--- src/rtl/core/fqc_pkg.sv ---
// fqc_pkg: shared types and codes for the ticket queue with cancel.
// No dependencies. It is used by fqc_cell and fifo_queue_with_cancel.
`timescale 1ns / 1ps

package fqc_pkg;

  // Operation codes on kind
  typedef enum logic [1:0] {
    KIND_ADD     = 2'd0,
    KIND_PROCESS = 2'd1,
    KIND_CANCEL  = 2'd2,
    KIND_NOP     = 2'd3
  } kind_e;

  // Result status codes
  typedef enum logic [1:0] {
    ST_DONE      = 2'd0,
    ST_FULL      = 2'd1,
    ST_EMPTY     = 2'd2,
    ST_NOT_FOUND = 2'd3
  } status_e;

  localparam int unsigned IdPortBits  = 16;
  localparam int unsigned OccPortBits = 4;

  // Control sent to every cell in the same cycle
  typedef struct packed {
    logic do_add;    // write id into the cell at the tail position
    logic do_pop;    // shift the whole row one place toward the head
    logic do_cancel; // shift the cells at and behind the first match
  } cell_ctrl_t;

endpackage

--- src/rtl/core/fifo_queue_with_cancel.sv ---
// fifo_queue_with_cancel: bounded ticket queue built as a row of fqc_cell
// slots, head at cell 0. Depends on fqc_pkg and fqc_cell.
`timescale 1ns / 1ps
//
//  channel   dir  handshake            beat
//  command   in   start, busy          kind_i, ticket_id_i
//  result    out  done_o (one cycle)   status_o, served_id_o, occupancy_o,
//                                      is_empty_o, is_full_o
//
// One command per cycle; busy stays low. The result beat appears on the cycle
// after the command: add, pop and cancel each finish in one pass of the cell
// row, where all cells compare in parallel and shift together.
// Reset clears the occupancy and the result strobe; slot contents are not
// cleared and are never read before being written.
// The receiver cannot stall; each result is shown for exactly one cycle.

module fifo_queue_with_cancel import fqc_pkg::*; #(
  parameter int unsigned DEPTH   = 8,
  parameter int unsigned ID_BITS = 16
) (
  input  logic                   clk_i,
  input  logic                   rst_ni,
  input  logic                   start,
  output logic                   busy,
  input  logic [1:0]             kind_i,
  input  logic [IdPortBits-1:0]  ticket_id_i,
  output logic                   done_o,
  output logic [1:0]             status_o,
  output logic [IdPortBits-1:0]  served_id_o,
  output logic [OccPortBits-1:0] occupancy_o,
  output logic                   is_empty_o,
  output logic                   is_full_o
);

  localparam int unsigned CW = $clog2(DEPTH + 1);

  logic [CW-1:0]      count_q, count_d;
  logic [ID_BITS-1:0] key;
  logic [ID_BITS-1:0] data_w [DEPTH];
  logic [DEPTH:0]     hit_w;
  cell_ctrl_t         ctrl;
  logic               empty_now, full_now, found;

  logic               done_q;
  status_e            status_q, status_d;
  logic [ID_BITS-1:0] served_q, served_d;

  assign busy      = 1'b0;
  assign key       = ID_BITS'(ticket_id_i);
  assign empty_now = count_q == '0;
  assign full_now  = count_q == CW'(DEPTH);
  assign found     = hit_w[DEPTH];
  assign hit_w[0]  = 1'b0;

  // Broadcast control to the cell row
  always_comb begin
    ctrl.do_add    = start && (kind_i == KIND_ADD) && !full_now;
    ctrl.do_pop    = start && (kind_i == KIND_PROCESS) && !empty_now;
    ctrl.do_cancel = start && (kind_i == KIND_CANCEL);
  end

  // Cell row; the last cell refills from itself
  for (genvar g = 0; g < DEPTH; g++) begin : g_cell
    logic [ID_BITS-1:0] next_data;
    if (g == DEPTH - 1) begin : g_last
      assign next_data = data_w[g];
    end else begin : g_mid
      assign next_data = data_w[g+1];
    end
    fqc_cell #(
      .IDX     (g),
      .CW      (CW),
      .ID_BITS (ID_BITS)
    ) u_cell (
      .clk_i       (clk_i),
      .ctrl_i      (ctrl),
      .count_i     (count_q),
      .id_i        (key),
      .next_data_i (next_data),
      .hit_i       (hit_w[g]),
      .hit_o       (hit_w[g+1]),
      .data_o      (data_w[g])
    );
  end

  // Occupancy update and result beat
  always_comb begin
    count_d  = count_q;
    status_d = ST_DONE;
    served_d = '0;
    case (kind_i)
      KIND_ADD: begin
        if (full_now) begin
          status_d = ST_FULL;
        end else begin
          count_d = count_q + CW'(1);
        end
      end
      KIND_PROCESS: begin
        if (empty_now) begin
          status_d = ST_EMPTY;
        end else begin
          count_d  = count_q - CW'(1);
          served_d = data_w[0];
        end
      end
      KIND_CANCEL: begin
        if (empty_now) begin
          status_d = ST_EMPTY;
        end else if (!found) begin
          status_d = ST_NOT_FOUND;
        end else begin
          count_d = count_q - CW'(1);
        end
      end
      default: begin
        status_d = ST_DONE;
      end
    endcase
  end

  // Control state
  always_ff @(posedge clk_i or negedge rst_ni) begin
    if (!rst_ni) begin
      count_q <= '0;
      done_q  <= 1'b0;
    end else begin
      done_q <= start;
      if (start) begin
        count_q <= count_d;
      end
    end
  end

  // Result payload
  always_ff @(posedge clk_i) begin
    if (start) begin
      status_q <= status_d;
      served_q <= served_d;
    end
  end

  assign done_o      = done_q;
  assign status_o    = status_q;
  assign served_id_o = IdPortBits'(served_q);
  assign occupancy_o = OccPortBits'(count_q);
  assign is_empty_o  = count_q == '0;
  assign is_full_o   = count_q == CW'(DEPTH);

  // Occupancy never passes the depth
  a_count_bound: assert property (@(posedge clk_i) disable iff (!rst_ni)
    count_q <= CW'(DEPTH))
    else $error("occupancy above depth");

  // A successful add grows the queue by one
  a_add_grows: assert property (@(posedge clk_i) disable iff (!rst_ni)
    ctrl.do_add |=> count_q == $past(count_q) + CW'(1))
    else $error("add did not grow occupancy");

  // A pop reports the old head
  a_pop_head: assert property (@(posedge clk_i) disable iff (!rst_ni)
    ctrl.do_pop |=> served_id_o == IdPortBits'($past(data_w[0])))
    else $error("pop served wrong identifier");

  // A cancel that finds nothing leaves occupancy unchanged
  a_cancel_miss: assert property (@(posedge clk_i) disable iff (!rst_ni)
    (ctrl.do_cancel && !found) |=> count_q == $past(count_q))
    else $error("missed cancel changed occupancy");

  // Every command yields exactly one result beat in the next cycle
  a_one_beat: assert property (@(posedge clk_i) disable iff (!rst_ni)
    start |=> done_o)
    else $error("missing result beat");

endmodule

--- src/rtl/core/fqc_cell.sv ---
// fqc_cell: one queue slot. Holds one identifier, compares it to the key and
// takes its neighbor's value on a shift. Depends on fqc_pkg.
`timescale 1ns / 1ps

module fqc_cell import fqc_pkg::*; #(
  parameter int unsigned IDX     = 0,
  parameter int unsigned CW      = 4,
  parameter int unsigned ID_BITS = 16
) (
  input  logic               clk_i,
  input  cell_ctrl_t         ctrl_i,
  input  logic [CW-1:0]      count_i,
  input  logic [ID_BITS-1:0] id_i,
  input  logic [ID_BITS-1:0] next_data_i,
  input  logic               hit_i,
  output logic               hit_o,
  output logic [ID_BITS-1:0] data_o
);

  logic [ID_BITS-1:0] data_q, data_d;
  logic               occupied;
  logic               at_tail;
  logic               match;

  // Position of this cell against the occupancy
  assign occupied = CW'(IDX) < count_i;
  assign at_tail  = CW'(IDX) == count_i;
  assign match    = occupied && (data_q == id_i);

  // First-match chain: set once any cell at or before this one matched
  assign hit_o = hit_i | match;

  // Next value: load at tail, shift on pop, shift behind a cancel hit
  always_comb begin
    data_d = data_q;
    if (ctrl_i.do_add && at_tail) begin
      data_d = id_i;
    end else if (ctrl_i.do_pop || (ctrl_i.do_cancel && hit_o)) begin
      data_d = next_data_i;
    end
  end

  always_ff @(posedge clk_i) begin
    data_q <= data_d;
  end

  assign data_o = data_q;

endmodule
--- config.mk ---
export PLATFORM = sky130hd
export DESIGN_NAME = fifo_queue_with_cancel
export DESIGN_NICKNAME = d
export VERILOG_FILES = /design/src/rtl/core/fqc_pkg.sv /design/src/rtl/core/fifo_queue_with_cancel.sv /design/src/rtl/core/fqc_cell.sv
export SDC_FILE = /design/constraint.sdc
export NUM_CORES = 1
export LEC_CHECK = 0
export ABC_AREA = 1
export BUFFER_PORTS_ARGS = -buffer_cell sky130_fd_sc_hd__buf_2
export CAP_MARGIN = 20
export CORE_UTILIZATION = 51
export DETAILED_ROUTE_END_ITERATION = 8
export PLACE_DENSITY = 0.68
export RECOVER_POWER = 50
export SETUP_SLACK_MARGIN = 0.5
export SYNTH_ARGS = -nofsm -noshare
export SYNTH_HDL_FRONTEND = slang
export SYNTH_HIERARCHICAL = 1
export SYNTH_SLANG_ARGS = --single-unit
--- constraint.sdc ---
create_clock -name clk_i -period 3.8 [get_ports clk_i]
set_input_delay 0 -clock clk_i [delete_from_list [all_inputs] [get_ports clk_i]]
set_output_delay 0 -clock clk_i [all_outputs]
set_load 0.005 [all_outputs]
==> flow_summary.yaml <==
run_status:
  status: "finished clean"
synth:
  synth_compound_area_share_pct: 6.77
  syn_area_um2: 9340
  post-synth-top-area-fraction_pct: 46.9
  synthMuxAreaShare_pct: 2.37
  synth_cell_types: 40
  ys_warn_count: 6
  synthSimpleGateAreaFrac_pct: 26.6
  synthXorXnorAreaFrac_pct: 4.97
  ys_ff_latch: 151
  synth_top_family_by_area: "simple AND/OR/NAND/NOR gates"
  synthAdderAreaFrac_pct: 1.02
  synth_largest_area_cell: "edfxtp_1"
  seq_area_frac_synth_pct: 48.3
  syn-mean-instance-area_um2: 8.11
  synth.area.top_cells: "edfxtp_1 (47%), nand2_1 (17%), inv_1 (6.7%), nor2_1 (5.3%), xor2_1 (3.8%)"
  syn_inst: 1152
timing:
  fmax_mhz: 323
  rsz0062_at_grt: "no"
  hold_violations: 0
  final-setup-viol-count: 0
  finalClockSkew_ps: 9.91
  fin_setup_tns_ps: 0
  tightest_slew_ps: 1140
  slew_viol_final: 0
  holdWs_ps: 39.1
  slew_headroom_pct: 23.9
  fin_crit_ps: 3090
  timing.final.crit_share_pct: 81.4
cells_and_area:
  fin_nets: 1236
  drive_above_1_share_pct: 12.0
  synthToLayoutAreaGrowth_pct: 9.02
  final_cell_mix: "nand2_1 (423), inv_1 (168), edfxtp_1 (146), nor2_1 (135), o21ai_0 (52)"
  num_antenna_cells: 0
  layout_commonest_cell: "nand2_1"
flow_run:
  maxCapViolations: 0
die:
  row_count: 49
  die_area_um2: 18900
  core-area_um2: 18000
  start_util_pct: 52.0
  io-pin-count: 47
  die-height_um: 137
  die_width_um: 137
global_routing:
  grt_max_degree: 32
  grt_pass1_wl_um: 34300
  grt_overflow: 0
  grt_usage_pct: 24.2
  grt_use_met2_pct: 43.5
  busiest_layer: "met2"
  use_met1_pct: 29.3
  antenna_found_initial: 0
  grt_pass1_vias: 6830
  grtUsageMet3_pct: 3.90
worst_setup_path:
  crit-reg2reg-launch: "occupancy_o[0]"
  rr_worst_depth: 10
  crit_slowest_cell: "clkbuf_1"
  cp-end-kind: "register"
  crit_path_cell_trace: "dlygate4sd3_1 > clkbuf_1 > nand2_1 > nor2_1 > nand3_2 > buf_4 > inv_1 > or2_1 > inv_1 > nand2_1"
  critical_path.max_stage_delay_ps: 850
  worstPathRequired_ps: 3860
  r2r_slack_ps: 770
  regToRegEndpoint: "g_cell[0].u_cell/data_o[5]"
  start_kind: "input port"
  worstPathArrival_ps: 3150
  worstSetupPathType: "input port to register"
  endpoint: "g_cell[0].u_cell/data_o[5]"
  crit_fanout: 24
  crit_start: "start"
clock_tree:
  htree_levels: 4
  clock_latency_ps: 430
  numCtsBuffers: 17
  clockRootBuffer: "clkbuf_16"
  cts.sinks: 151
  clk_pin_slew_ps: 70
  cts_tree: "done"
  clock_path_buffers: 2
placed_design:
  io_buffers: 45
  dpl.hpwl_um: 14700
  place.gp.congestion: 0.820
power_and_ir_drop:
  power.leakage_uw: 0.00497
  pwr_density_cell_nw_per_um2: 490
  worst_ir_drop_vdd_v: 0.000355
routing:
  detail_route.iter0.violations: 549
  drcViolationCount: 0
  first_pass_iters: 4
  routedWlPerCell_um: 14.7
  viasPerCell: 4.98
  totalWireLength_um: 21400
  vias: 7222
  drtAntennaViolNets: 0
worst_hold_path:
  hold_path_depth: 3
  hold_path_class: "input port to register"
## cell type report
type	count	area, um^2
Fill cell	1713	7780
Clock inverter	15	170
Multi-Input combinational cell	785	3760
Inverter	195	732
Timing Repair Buffer	58	302
Clock buffer	17	425
Sequential cell	151	4510
Tap cell	229	287
## layer usage
| layer | up-vias | part of all wire [%] |
|---|---|---|
| met5 | - | 0 |
| met4 | 0 | 2.3 |
| met3 | 35 | 4.4 |
| met2 | 159 | 51 |
| met1 | 3347 | 42 |
| li1 | 3681 | - |
## stage by stage
stage          setup WS [ps]  util [%]  instances  area, um^2  total power, uW
2_1_floorplan            934         -       1153        9340             3020
3_3_place_gp             808      54.2       1415        9730             3310
3_5_place_dp             751      54.2       1415        9730             3340
4_1_cts                  720      57.7       1450       10400             5070
5_1_grt                  370      56.7       1450       10200             5250
6_report                 707      56.7       1450       10200             4990
## sequential cells by signal, summed over array words and instances, names as in the netlist
name and flops:
g_cell.u_cell/data_o 128, served_id_o 16, occupancy_o 4, status_o 2, done_o 1
## cell usage after synthesis (all sizes together)
cell    instances
nand3b          1
nand2         434
mux2           18
clkinv          2
buf            20
o21ai          68
or2             3
clkbuf          2
xor2           40
dfrtp           5
fa              1
nand4           3
nor2          143
o21bai          1
conb            1
inv           193
nor4            1
a21oi          26
ha              6
nand3          24
and2            1
xnor2          13
edfxtp        146
## worst min-delay path by stage
stage                     startpoint           to  slack (ps)
after floorplan               rst_ni       done_o        -300
after global placement        rst_ni       done_o        -180
after CTS                  kind_i[1]  status_o[0]          30
after global routing       kind_i[1]  status_o[0]          50
after detailed placement      rst_ni       done_o        -180
final                      kind_i[1]  status_o[0]          40
## what timing repair did
| item | in CTS | in global routing |
|---|---|---|
| setup buffers | 0 | 0 |
| gates resized for setup | 0 | 2 |
| hold buffers | 3 | 0 |
| endpoints found under the setup margin | 0 | 16 |
| endpoints found under the hold margin | 6 | 0 |
## critical path, delay by kind of cell
| kind | cells | cell delay, ps |
|---|---|---|
| buffers and inverters | 5 | 1900 |
| and+or+nand+nor | 5 | 1240 |
## cell families (layout without fill, tap and decap cells)
kind of cell,after synthesis,count (layout)
simple gates,610,610
xor+xnor,53,53
buf+inv,217,285
other cells,1,2
flops,151,151
fa+ha+maj,7,7
compound gates,95,95
mux,18,18
## where the power goes
| part | internal [uW] | switching (uW) | leakage [uW] |
|---|---|---|---|
| logic | 344 | 613 | 0.00326 |
| clock network | 985 | 752 | 0.000281 |
| registers | 2080 | 212 | 0.00143 |
Power figures use the tool's default switching activity.
